`src/hsv2rgb_pkg.sv`:
```
// Shared types, constants and helpers for the HSV to RGB converter.
// Used by hsv2rgb_generic, hsv2rgb_rainbow and hsv_to_rgb_converter.
package hsv2rgb_pkg;

   // Register stages inside each conversion datapath; the output register comes after them.
   localparam int PIPE_STAGES = 4;

   localparam logic [7:0] CHAN_MAX    = 8'd255;
   localparam logic [7:0] REGION_SPAN = 8'd43;
   localparam logic [7:0] GREEN_SCALE = 8'd185;
   localparam logic [7:0] ONE_THIRD   = 8'(256 / 3);
   localparam logic [7:0] TWO_THIRDS  = 8'((256 * 2) / 3);

   // Algorithm codes held in the configuration register.
   localparam logic ALGO_GENERIC = 1'b0;
   localparam logic ALGO_RAINBOW = 1'b1;

   typedef struct packed {
      logic [7:0] red;
      logic [7:0] green;
      logic [7:0] blue;
   } rgb_type;

   typedef logic [PIPE_STAGES-1:0] stage_en_type;

   // Upper byte of an 8 by 8 product.
   function automatic logic [7:0] scale8(input logic [7:0] a, input logic [7:0] b);
      logic [15:0] prod;
      prod = 16'(a) * 16'(b);
      return prod[15:8];
   endfunction

endpackage

```
`src/hsv_to_rgb_converter.sv`:
```
// HSV to RGB converter top level: flow control, algorithm register and output register.
// Depends on hsv2rgb_pkg, hsv2rgb_generic and hsv2rgb_rainbow.
//
// Usage: one hue, saturation, value word enters on the req_ stream and one red, green,
// blue word leaves on the rsp_ stream, in the same order. csr_wr_en writes bit 0 of
// csr_wr_data into the algorithm register (0 six-region, 1 rainbow); write it only
// while no word is in flight. Each word carries the algorithm that was set when it
// was accepted.
// From acceptance a word passes the four datapath stages and then the output register
// before rsp_tvalid. Throughput is one word per clock while rsp_tready stays high; both
// datapaths are fully pipelined and every stage has its own valid bit.
// When the receiver holds rsp_tready low, the output word is held and stages upstream
// keep filling any empty slots; req_tready drops only when all five stages hold words.
// A synchronous reset empties the pipeline and selects the six-region algorithm.
module hsv_to_rgb_converter
   import hsv2rgb_pkg::*;
(
   input  logic        clock,
   input  logic        reset,
   input  logic        req_tvalid,
   output logic        req_tready,
   input  logic [23:0] req_tdata,   // hue [7:0], saturation [15:8], value [23:16]
   output logic        rsp_tvalid,
   input  logic        rsp_tready,
   output logic [23:0] rsp_tdata,   // red [7:0], green [15:8], blue [23:16]
   input  logic        csr_wr_en,
   input  logic        csr_wr_data
);

   logic                   algo_ff;
   logic [PIPE_STAGES:0]   vld_ff, vld_in;
   logic [PIPE_STAGES:0]   en;
   logic [PIPE_STAGES-1:0] mode_ff, mode_in;
   rgb_type                gen_rgb, rb_rgb;
   rgb_type                rsp_ff, rsp_in;

   // A stage loads when it is empty or the stage after it loads too.
   always_comb begin
      en[PIPE_STAGES] = !vld_ff[PIPE_STAGES] || rsp_tready;
      for (int k = PIPE_STAGES - 1; k >= 0; k--) begin
         en[k] = !vld_ff[k] || en[k+1];
      end
   end

   assign vld_in  = {vld_ff[PIPE_STAGES-1:0], req_tvalid};
   assign mode_in = {mode_ff[PIPE_STAGES-2:0], algo_ff};
   assign rsp_in  = (mode_ff[PIPE_STAGES-1] == ALGO_RAINBOW) ? rb_rgb : gen_rgb;

   always_ff @(posedge clock) begin
      if (reset) begin
         algo_ff <= ALGO_GENERIC;
         vld_ff  <= '0;
      end else begin
         if (csr_wr_en) algo_ff <= csr_wr_data;
         for (int k = 0; k <= PIPE_STAGES; k++) begin
            if (en[k]) vld_ff[k] <= vld_in[k];
         end
      end
   end

   always_ff @(posedge clock) begin
      for (int k = 0; k < PIPE_STAGES; k++) begin
         if (en[k]) mode_ff[k] <= mode_in[k];
      end
      if (en[PIPE_STAGES]) rsp_ff <= rsp_in;
   end

   hsv2rgb_generic u_generic (
      .clock      (clock),
      .stage_en   (en[PIPE_STAGES-1:0]),
      .hue        (req_tdata[7:0]),
      .saturation (req_tdata[15:8]),
      .value      (req_tdata[23:16]),
      .rgb        (gen_rgb)
   );

   hsv2rgb_rainbow u_rainbow (
      .clock      (clock),
      .stage_en   (en[PIPE_STAGES-1:0]),
      .hue        (req_tdata[7:0]),
      .saturation (req_tdata[15:8]),
      .value      (req_tdata[23:16]),
      .rgb        (rb_rgb)
   );

   assign req_tready = en[0];
   assign rsp_tvalid = vld_ff[PIPE_STAGES];
   assign rsp_tdata  = {rsp_ff.blue, rsp_ff.green, rsp_ff.red};

   // The input side only stalls when every stage holds a word.
   assert property (@(posedge clock) disable iff (reset) !req_tready |-> &vld_ff)
      else $error("input stalled while a pipeline slot was free");

   // An accepted word always lands in the first stage.
   assert property (@(posedge clock) disable iff (reset)
      req_tvalid && req_tready |=> vld_ff[0])
      else $error("accepted word lost at pipeline entry");

   // A word leaving the last datapath stage must reach the output register.
   assert property (@(posedge clock) disable iff (reset)
      vld_ff[PIPE_STAGES-1] && en[PIPE_STAGES] |=> rsp_tvalid)
      else $error("word lost between datapath and output register");

   assert property (@(posedge clock) reset |=> !rsp_tvalid)
      else $error("output valid after reset");

endmodule

```
`src/hsv2rgb_generic.sv`:
```
// Six-region integer HSV to RGB datapath, four register stages.
// Depends on hsv2rgb_pkg; stage enables come from the top-level flow control.
module hsv2rgb_generic
   import hsv2rgb_pkg::*;
(
   input  logic         clock,
   input  stage_en_type stage_en,
   input  logic [7:0]   hue,
   input  logic [7:0]   saturation,
   input  logic [7:0]   value,
   output rgb_type      rgb
);

   typedef struct packed {
      logic [7:0] sat;
      logic [7:0] val;
      logic [2:0] region;
      logic [7:0] rem;
      logic [7:0] p;
   } s1_type;

   typedef struct packed {
      logic       sat_zero;
      logic [7:0] val;
      logic [2:0] region;
      logic [7:0] p;
      logic [7:0] sr;
      logic [7:0] st;
   } s2_type;

   typedef struct packed {
      logic       sat_zero;
      logic [7:0] val;
      logic [2:0] region;
      logic [7:0] p;
      logic [7:0] q;
      logic [7:0] t;
   } s3_type;

   localparam logic [2:0] REGION_0 = 3'd0;
   localparam logic [2:0] REGION_1 = 3'd1;
   localparam logic [2:0] REGION_2 = 3'd2;
   localparam logic [2:0] REGION_3 = 3'd3;
   localparam logic [2:0] REGION_4 = 3'd4;
   localparam logic [2:0] REGION_5 = 3'd5;

   s1_type  s1_in, s1_ff;
   s2_type  s2_in, s2_ff;
   s3_type  s3_in, s3_ff;
   rgb_type rgb_in, rgb_ff;
   logic [7:0] base;
   logic [7:0] offset;

   // The hue is split into regions of 43 steps by comparing against the region edges.
   always_comb begin
      if (hue >= 8'(5 * REGION_SPAN)) begin
         s1_in.region = REGION_5;
         base = 8'(5 * REGION_SPAN);
      end else if (hue >= 8'(4 * REGION_SPAN)) begin
         s1_in.region = REGION_4;
         base = 8'(4 * REGION_SPAN);
      end else if (hue >= 8'(3 * REGION_SPAN)) begin
         s1_in.region = REGION_3;
         base = 8'(3 * REGION_SPAN);
      end else if (hue >= 8'(2 * REGION_SPAN)) begin
         s1_in.region = REGION_2;
         base = 8'(2 * REGION_SPAN);
      end else if (hue >= REGION_SPAN) begin
         s1_in.region = REGION_1;
         base = REGION_SPAN;
      end else begin
         s1_in.region = REGION_0;
         base = 8'd0;
      end
      offset    = hue - base;
      // The offset stays below 43, so six times it fits in a byte.
      s1_in.rem = (offset << 2) + (offset << 1);
      s1_in.sat = saturation;
      s1_in.val = value;
      s1_in.p   = scale8(value, CHAN_MAX - saturation);
   end

   always_comb begin
      s2_in.sat_zero = (s1_ff.sat == 8'd0);
      s2_in.val      = s1_ff.val;
      s2_in.region   = s1_ff.region;
      s2_in.p        = s1_ff.p;
      s2_in.sr       = scale8(s1_ff.sat, s1_ff.rem);
      s2_in.st       = scale8(s1_ff.sat, CHAN_MAX - s1_ff.rem);
   end

   always_comb begin
      s3_in.sat_zero = s2_ff.sat_zero;
      s3_in.val      = s2_ff.val;
      s3_in.region   = s2_ff.region;
      s3_in.p        = s2_ff.p;
      s3_in.q        = scale8(s2_ff.val, CHAN_MAX - s2_ff.sr);
      s3_in.t        = scale8(s2_ff.val, CHAN_MAX - s2_ff.st);
   end

   always_comb begin
      if (s3_ff.sat_zero) begin
         rgb_in = '{red: s3_ff.val, green: s3_ff.val, blue: s3_ff.val};
      end else begin
         unique case (s3_ff.region)
            REGION_0: rgb_in = '{red: s3_ff.val, green: s3_ff.t,   blue: s3_ff.p};
            REGION_1: rgb_in = '{red: s3_ff.q,   green: s3_ff.val, blue: s3_ff.p};
            REGION_2: rgb_in = '{red: s3_ff.p,   green: s3_ff.val, blue: s3_ff.t};
            REGION_3: rgb_in = '{red: s3_ff.p,   green: s3_ff.q,   blue: s3_ff.val};
            REGION_4: rgb_in = '{red: s3_ff.t,   green: s3_ff.p,   blue: s3_ff.val};
            default:  rgb_in = '{red: s3_ff.val, green: s3_ff.p,   blue: s3_ff.q};
         endcase
      end
   end

   always_ff @(posedge clock) begin
      if (stage_en[0]) s1_ff  <= s1_in;
      if (stage_en[1]) s2_ff  <= s2_in;
      if (stage_en[2]) s3_ff  <= s3_in;
      if (stage_en[3]) rgb_ff <= rgb_in;
   end

   assign rgb = rgb_ff;

endmodule

```
`src/hsv2rgb_rainbow.sv`:
```
// Eight-section rainbow HSV to RGB datapath: four register stages, then the
// value dimming step feeding the top-level output register. Depends on hsv2rgb_pkg.
module hsv2rgb_rainbow
   import hsv2rgb_pkg::*;
(
   input  logic         clock,
   input  stage_en_type stage_en,
   input  logic [7:0]   hue,
   input  logic [7:0]   saturation,
   input  logic [7:0]   value,
   output rgb_type      rgb
);

   localparam logic [7:0] BASE_LO  = 8'd85;
   localparam logic [7:0] BASE_MID = 8'd170;
   localparam logic [7:0] BASE_HI  = 8'd171;

   localparam logic [2:0] SEC_0 = 3'd0;
   localparam logic [2:0] SEC_1 = 3'd1;
   localparam logic [2:0] SEC_2 = 3'd2;
   localparam logic [2:0] SEC_3 = 3'd3;
   localparam logic [2:0] SEC_4 = 3'd4;
   localparam logic [2:0] SEC_5 = 3'd5;
   localparam logic [2:0] SEC_6 = 3'd6;

   typedef struct packed {
      logic [2:0] sec;
      logic [7:0] th;
      logic [7:0] tt;
      logic [7:0] sat;
      logic [7:0] val;
      logic [7:0] fl;
      logic [7:0] v2;
   } s1_type;

   typedef struct packed {
      rgb_type    col;
      logic [7:0] sat;
      logic [7:0] val;
      logic [7:0] fl;
      logic [7:0] v2;
   } s2_type;

   typedef struct packed {
      rgb_type    col;
      logic [7:0] val;
      logic [7:0] v2;
   } s4_type;

   s1_type s1_in, s1_ff;
   s2_type s2_in, s2_ff;
   s2_type s3_in, s3_ff;
   s4_type s4_in, s4_ff;
   logic [7:0] frac8;

   // Nonzero channels are scaled; every channel is then lifted by the desaturation floor.
   function automatic logic [7:0] sat_adj(input logic [7:0] c, input logic [7:0] s,
                                          input logic [7:0] fl);
      logic [7:0] scaled;
      scaled = (c != 8'd0) ? scale8(c, s) + 8'd1 : 8'd0;
      return scaled + fl;
   endfunction

   function automatic logic [7:0] dim(input logic [7:0] c, input logic [7:0] v2);
      logic [7:0] res;
      if (v2 == 8'd0) res = 8'd0;
      else if (c != 8'd0) res = scale8(c, v2) + 8'd1;
      else res = 8'd0;
      return res;
   endfunction

   always_comb begin
      frac8     = {hue[4:0], 3'b000};
      s1_in.sec = hue[7:5];
      s1_in.th  = scale8(frac8, ONE_THIRD);
      s1_in.tt  = scale8(frac8, TWO_THIRDS);
      s1_in.sat = saturation;
      s1_in.val = value;
      s1_in.fl  = scale8(CHAN_MAX - saturation, CHAN_MAX - saturation);
      s1_in.v2  = scale8(value, value);
   end

   always_comb begin
      s2_in.sat = s1_ff.sat;
      s2_in.val = s1_ff.val;
      s2_in.fl  = s1_ff.fl;
      s2_in.v2  = s1_ff.v2;
      unique case (s1_ff.sec)
         SEC_0: s2_in.col = '{red: CHAN_MAX - s1_ff.th, green: s1_ff.th, blue: 8'd0};
         SEC_1: s2_in.col = '{red: BASE_HI, green: BASE_LO + s1_ff.th, blue: 8'd0};
         SEC_2: s2_in.col = '{red: BASE_HI - s1_ff.tt, green: BASE_MID + s1_ff.th,
                              blue: 8'd0};
         SEC_3: s2_in.col = '{red: 8'd0, green: CHAN_MAX - s1_ff.th, blue: s1_ff.th};
         SEC_4: s2_in.col = '{red: 8'd0, green: BASE_HI - s1_ff.tt,
                              blue: BASE_LO + s1_ff.tt};
         SEC_5: s2_in.col = '{red: s1_ff.th, green: 8'd0, blue: CHAN_MAX - s1_ff.th};
         SEC_6: s2_in.col = '{red: BASE_LO + s1_ff.th, green: 8'd0,
                              blue: BASE_HI - s1_ff.th};
         default: s2_in.col = '{red: BASE_MID + s1_ff.th, green: 8'd0,
                                blue: BASE_LO - s1_ff.th};
      endcase
   end

   always_comb begin
      s3_in           = s2_ff;
      s3_in.col.green = scale8(s2_ff.col.green, GREEN_SCALE);
   end

   always_comb begin
      s4_in.val = s3_ff.val;
      s4_in.v2  = s3_ff.v2;
      if (s3_ff.sat == CHAN_MAX) begin
         s4_in.col = s3_ff.col;
      end else if (s3_ff.sat == 8'd0) begin
         s4_in.col = '{red: CHAN_MAX, green: CHAN_MAX, blue: CHAN_MAX};
      end else begin
         s4_in.col.red   = sat_adj(s3_ff.col.red,   s3_ff.sat, s3_ff.fl);
         s4_in.col.green = sat_adj(s3_ff.col.green, s3_ff.sat, s3_ff.fl);
         s4_in.col.blue  = sat_adj(s3_ff.col.blue,  s3_ff.sat, s3_ff.fl);
      end
   end

   always_ff @(posedge clock) begin
      if (stage_en[0]) s1_ff <= s1_in;
      if (stage_en[1]) s2_ff <= s2_in;
      if (stage_en[2]) s3_ff <= s3_in;
      if (stage_en[3]) s4_ff <= s4_in;
   end

   // Value dimming; full value leaves the colour untouched.
   always_comb begin
      if (s4_ff.val == CHAN_MAX) begin
         rgb = s4_ff.col;
      end else begin
         rgb.red   = dim(s4_ff.col.red,   s4_ff.v2);
         rgb.green = dim(s4_ff.col.green, s4_ff.v2);
         rgb.blue  = dim(s4_ff.col.blue,  s4_ff.v2);
      end
   end

endmodule

```
`config.mk`:
```
export PLATFORM = sky130hd
export DESIGN_NAME = hsv_to_rgb_converter
export DESIGN_NICKNAME = d
export VERILOG_FILES = /design/src/hsv2rgb_pkg.sv /design/src/hsv_to_rgb_converter.sv /design/src/hsv2rgb_generic.sv /design/src/hsv2rgb_rainbow.sv
export SDC_FILE = /design/constraint.sdc
export NUM_CORES = 2
export LEC_CHECK = 0
export ABC_AREA = 1
export BUFFER_PORTS_ARGS = -buffer_cell sky130_fd_sc_hd__buf_2
export CORE_AREA = 2 2 387 389
export DETAILED_ROUTE_END_ITERATION = 7
export DIE_AREA = 0 0 389 391
export SKIP_LAST_GASP = 1
export SYNTH_ARGS = -nofsm -noshare
export SYNTH_HDL_FRONTEND = slang
export SYNTH_HIERARCHICAL = 1
export SYNTH_SLANG_ARGS = --single-unit
```
`constraint.sdc`:
```
create_clock -name clock -period 8.1 [get_ports clock]
set_input_delay 1.215 -clock clock [delete_from_list [all_inputs] [get_ports clock]]
set_output_delay 1.215 -clock clock [all_outputs]
set_load 0.01 [all_outputs]
```
==> flow_metrics.env <==
export IMPL_path_max_fanout=25
export IMPL_setup_tns_ns=0
export IMPL_final_nets=6352
export IMPL_rsz0062_at_grt="no"
export IMPL_cts_root_buf="clkbuf_16"
export IMPL_clkLatencyLatePin_ns=0.59
export IMPL_synthesis_nets=6391
export IMPL_cts_tree="yes"
export IMPL_antenna_found_initial=5
export IMPL_wl_um=106000
export IMPL_grt_overflow_total=0
export IMPL_cts_repair_resized=0
export IMPL_synth_top_cell_area_share_pct=24.02
export IMPL_grt_max_degree=64
export IMPL_arrival_ns=6.97
export IMPL_drv_cap=0
export IMPL_grt_pass1_wl_um=177800
export IMPL_setup_violations=0
export IMPL_cts_buffers_inserted=41
export IMPL_worstPathRequired_ns=8.44
export IMPL_post_cts_buffers=0
export IMPL_route_vias_total=33604
export IMPL_synth_cell_types=73
export IMPL_synth_cells=5395
export IMPL_hold_path_class="register to register"
export IMPL_slew_headroom_pct=32.87
export IMPL_die_w_um=389
export IMPL_startpoint_type="register"
export IMPL_dieArea_mm2=0.1521
export IMPL_synth_area_per_cell_um2=8.180
export IMPL_worstSetupPathType="register to register"
export IMPL_synth_seq_area_share_pct=24.29
export IMPL_cts_buffer_depth=3
export IMPL_status="completed"
export IMPL_gp_congestion=0.8885
export IMPL_fin_crit_ns=6.632
export IMPL_wire_per_inst_um=14.45
export IMPL_synth_top_cell_by_area="edfxtp_1"
export IMPL_path_clk_slew_ns=0.06
export IMPL_rows=142
export IMPL_maxSlewViolCount=0
export IMPL_synth_edf_count=353
export IMPL_async_flop_share_pct=0
export IMPL_endpoint_kind="register"
export IMPL_tightest_slew_ns=1.001
export IMPL_drt_pass1_iter_count=5
export IMPL_cts_sinks=359
export IMPL_crit_path_max_incr_delay_ns=1.00
export IMPL_max_freq_mhz=150.8
export IMPL_htree_levels=2
export IMPL_ys_seq_elements=359
export IMPL_grtUsageTotal_pct=14.24
export IMPL_first_global_vias=35332
export IMPL_ys_warn_count=6
export IMPL_port_buffer_count=55
export IMPL_ant_nets=0
export IMPL_fin_skew_ns=0.02734
export IMPL_diodes=0
export IMPL_dpl_hpwl_um=84860
export IMPL_synth_area_top_cells="edfxtp_1, fa_1, ha_1"
export IMPL_hold_viol_final=0
export IMPL_drc=0
export IMPL_ctsHoldBuffers=0
export IMPL_fin_crit_sh_pct=81.87
export IMPL_viasPerCell=4.583
export IMPL_coreArea_mm2=0.1485
export IMPL_drtIter0Drc=2034
export IMPL_synth_top_flop_cell="edfxtp_1"
export IMPL_start_util_pct=29.71
export IMPL_syn_area_mm2=0.04413
export IMPL_drive_gt1_share_pct=4.417
export IMPL_syn_to_final_growth_pct=8.366
export IMPL_die_height_um=391
export IMPL_worst_path_max_delay_cell="edfxtp_1"
export IMPL_boundaryPins=56
[stage by stage]
stage          worst slack, ns  util, %  cell area, µm²  hold WS, ns  std cells
5_1_grt                  1.008    32.20           47830       0.3994       7332
3_3_place_gp             1.543    31.19           46330       0.4003       7257
4_1_cts                  1.465    32.20           47830       0.3902       7332
6_report                 1.468    32.20           47830       0.3937       7332
2_1_floorplan            2.272        -           44130       0.4003       5395
3_5_place_dp             1.491    31.19           46330       0.4045       7257
[state kept, by name (all words and copies together) (netlist names)]
signal,flops
u_rainbow/s2_ff,56
u_rainbow/s3_ff,56
u_rainbow/s1_ff,43
u_rainbow/s4_ff,40
u_generic/s2_ff,36
u_generic/s3_ff,36
u_generic/s1_ff,34
rsp_tdata,24
u_generic/rgb,24
vld_ff,5
mode_ff,4
algo_ff,1
[per-layer routing]
layer / global-route usage (%) / vias up / part of all wire [%]
met1: 17.96 / 16193 / 44
met2: 26.10 / 653 / 50
met4: 3.876 / 0 / 2.4
met3: 0.9907 / 152 / 3.3
met5: 0 / - / 0
li1: - / 16606 / -
[cell usage after synthesis (8+ instances only)]
library cell,number
o211ai_1,8
nor2_1,348
nor3_1,32
o21ai_1,14
nand2_1,1316
nand3_1,176
a31oi_1,9
nand4_1,44
o22ai_1,17
buf_1,10
nand3b_1,13
ha_1,517
xnor2_1,37
nor2_2,12
edfxtp_1,353
clkbuf_1,123
inv_1,1283
a21oi_1,225
nor4_1,16
o21bai_1,13
o21a_1,9
o221ai_1,10
buf_2,9
xor2_2,8
fa_1,449
mux2_4,20
a21o_1,13
o21ai_0,107
xor2_1,74
[layout make-up]
class / count / area, µm²
well taps: 1944 / 2432
fillers: 15547 / 100700
clock inverters: 30 / 437.9
clock buffers: 45 / 1062
repair buffers: 73 / 410.4
multi-input cells: 3583 / 27870
flip-flops and latches: 359 / 10720
inverters: 1298 / 4890
[final timing paths]
path | slack (ns) | start | cells past startpoint | endpoint
max reg2reg | 1.47 | u_rainbow/s3_ff[27] | 32 | u_rainbow/s4_ff[31]
min | 0.39 | u_rainbow/s2_ff[5] | 0 | u_rainbow/s3_ff[5]
min reg2reg | 0.39 | u_rainbow/s2_ff[5] | 0 | u_rainbow/s3_ff[5]
max | 1.47 | u_rainbow/s3_ff[27] | 32 | u_rainbow/s4_ff[31]
[worst max-delay path, delay by kind of cell, from the launching register on]
kind                     cells  cell delay (ns)
flip-flops                   1             1.00
adder cells (fa/ha/maj)      7             2.82
buffers and inverters        8             0.44
AO/OA/AOI/OAI                5             0.91
XOR/XNOR                     1             0.18
AND/OR/NAND/NOR             11             1.04
[logic make-up after synthesis]
kind of cell | share of synthesized area [%]
AO/OA/AOI/OAI | 6.115
flip-flops | 24.29
AND/OR/NAND/NOR | 18.59
buffers and inverters | 12.63
adder cells (fa/ha/maj) | 35.02
other | 0.008497
XOR/XNOR | 2.535
multiplexers | 0.8051
[cell usage in the layout, fill, tap and decap left out, types with 10 or more instances in the layout]
cell and instances:
nor2_2 12, xor2_1 74, o21ai_1 14, clkinv_1 11, nand4_1 44, o21bai_1 13, clkbuf_16 42, mux2_4 20
nor4_1 16, o22ai_1 17, xnor2_1 37, nand3b_1 13, nand2_1 1315, o21ai_0 107, a21o_1 13, buf_4 18
nor2_1 348, edfxtp_1 353, a21oi_1 225, nor3_1 31, fa_1 449, inv_1 1282, buf_2 55, nand3_1 175
o221ai_1 10, ha_1 517
Power is left out: the tool's default activity adds up to more than one toggle a clock period on the data nets, which glitch-free logic cannot reach.
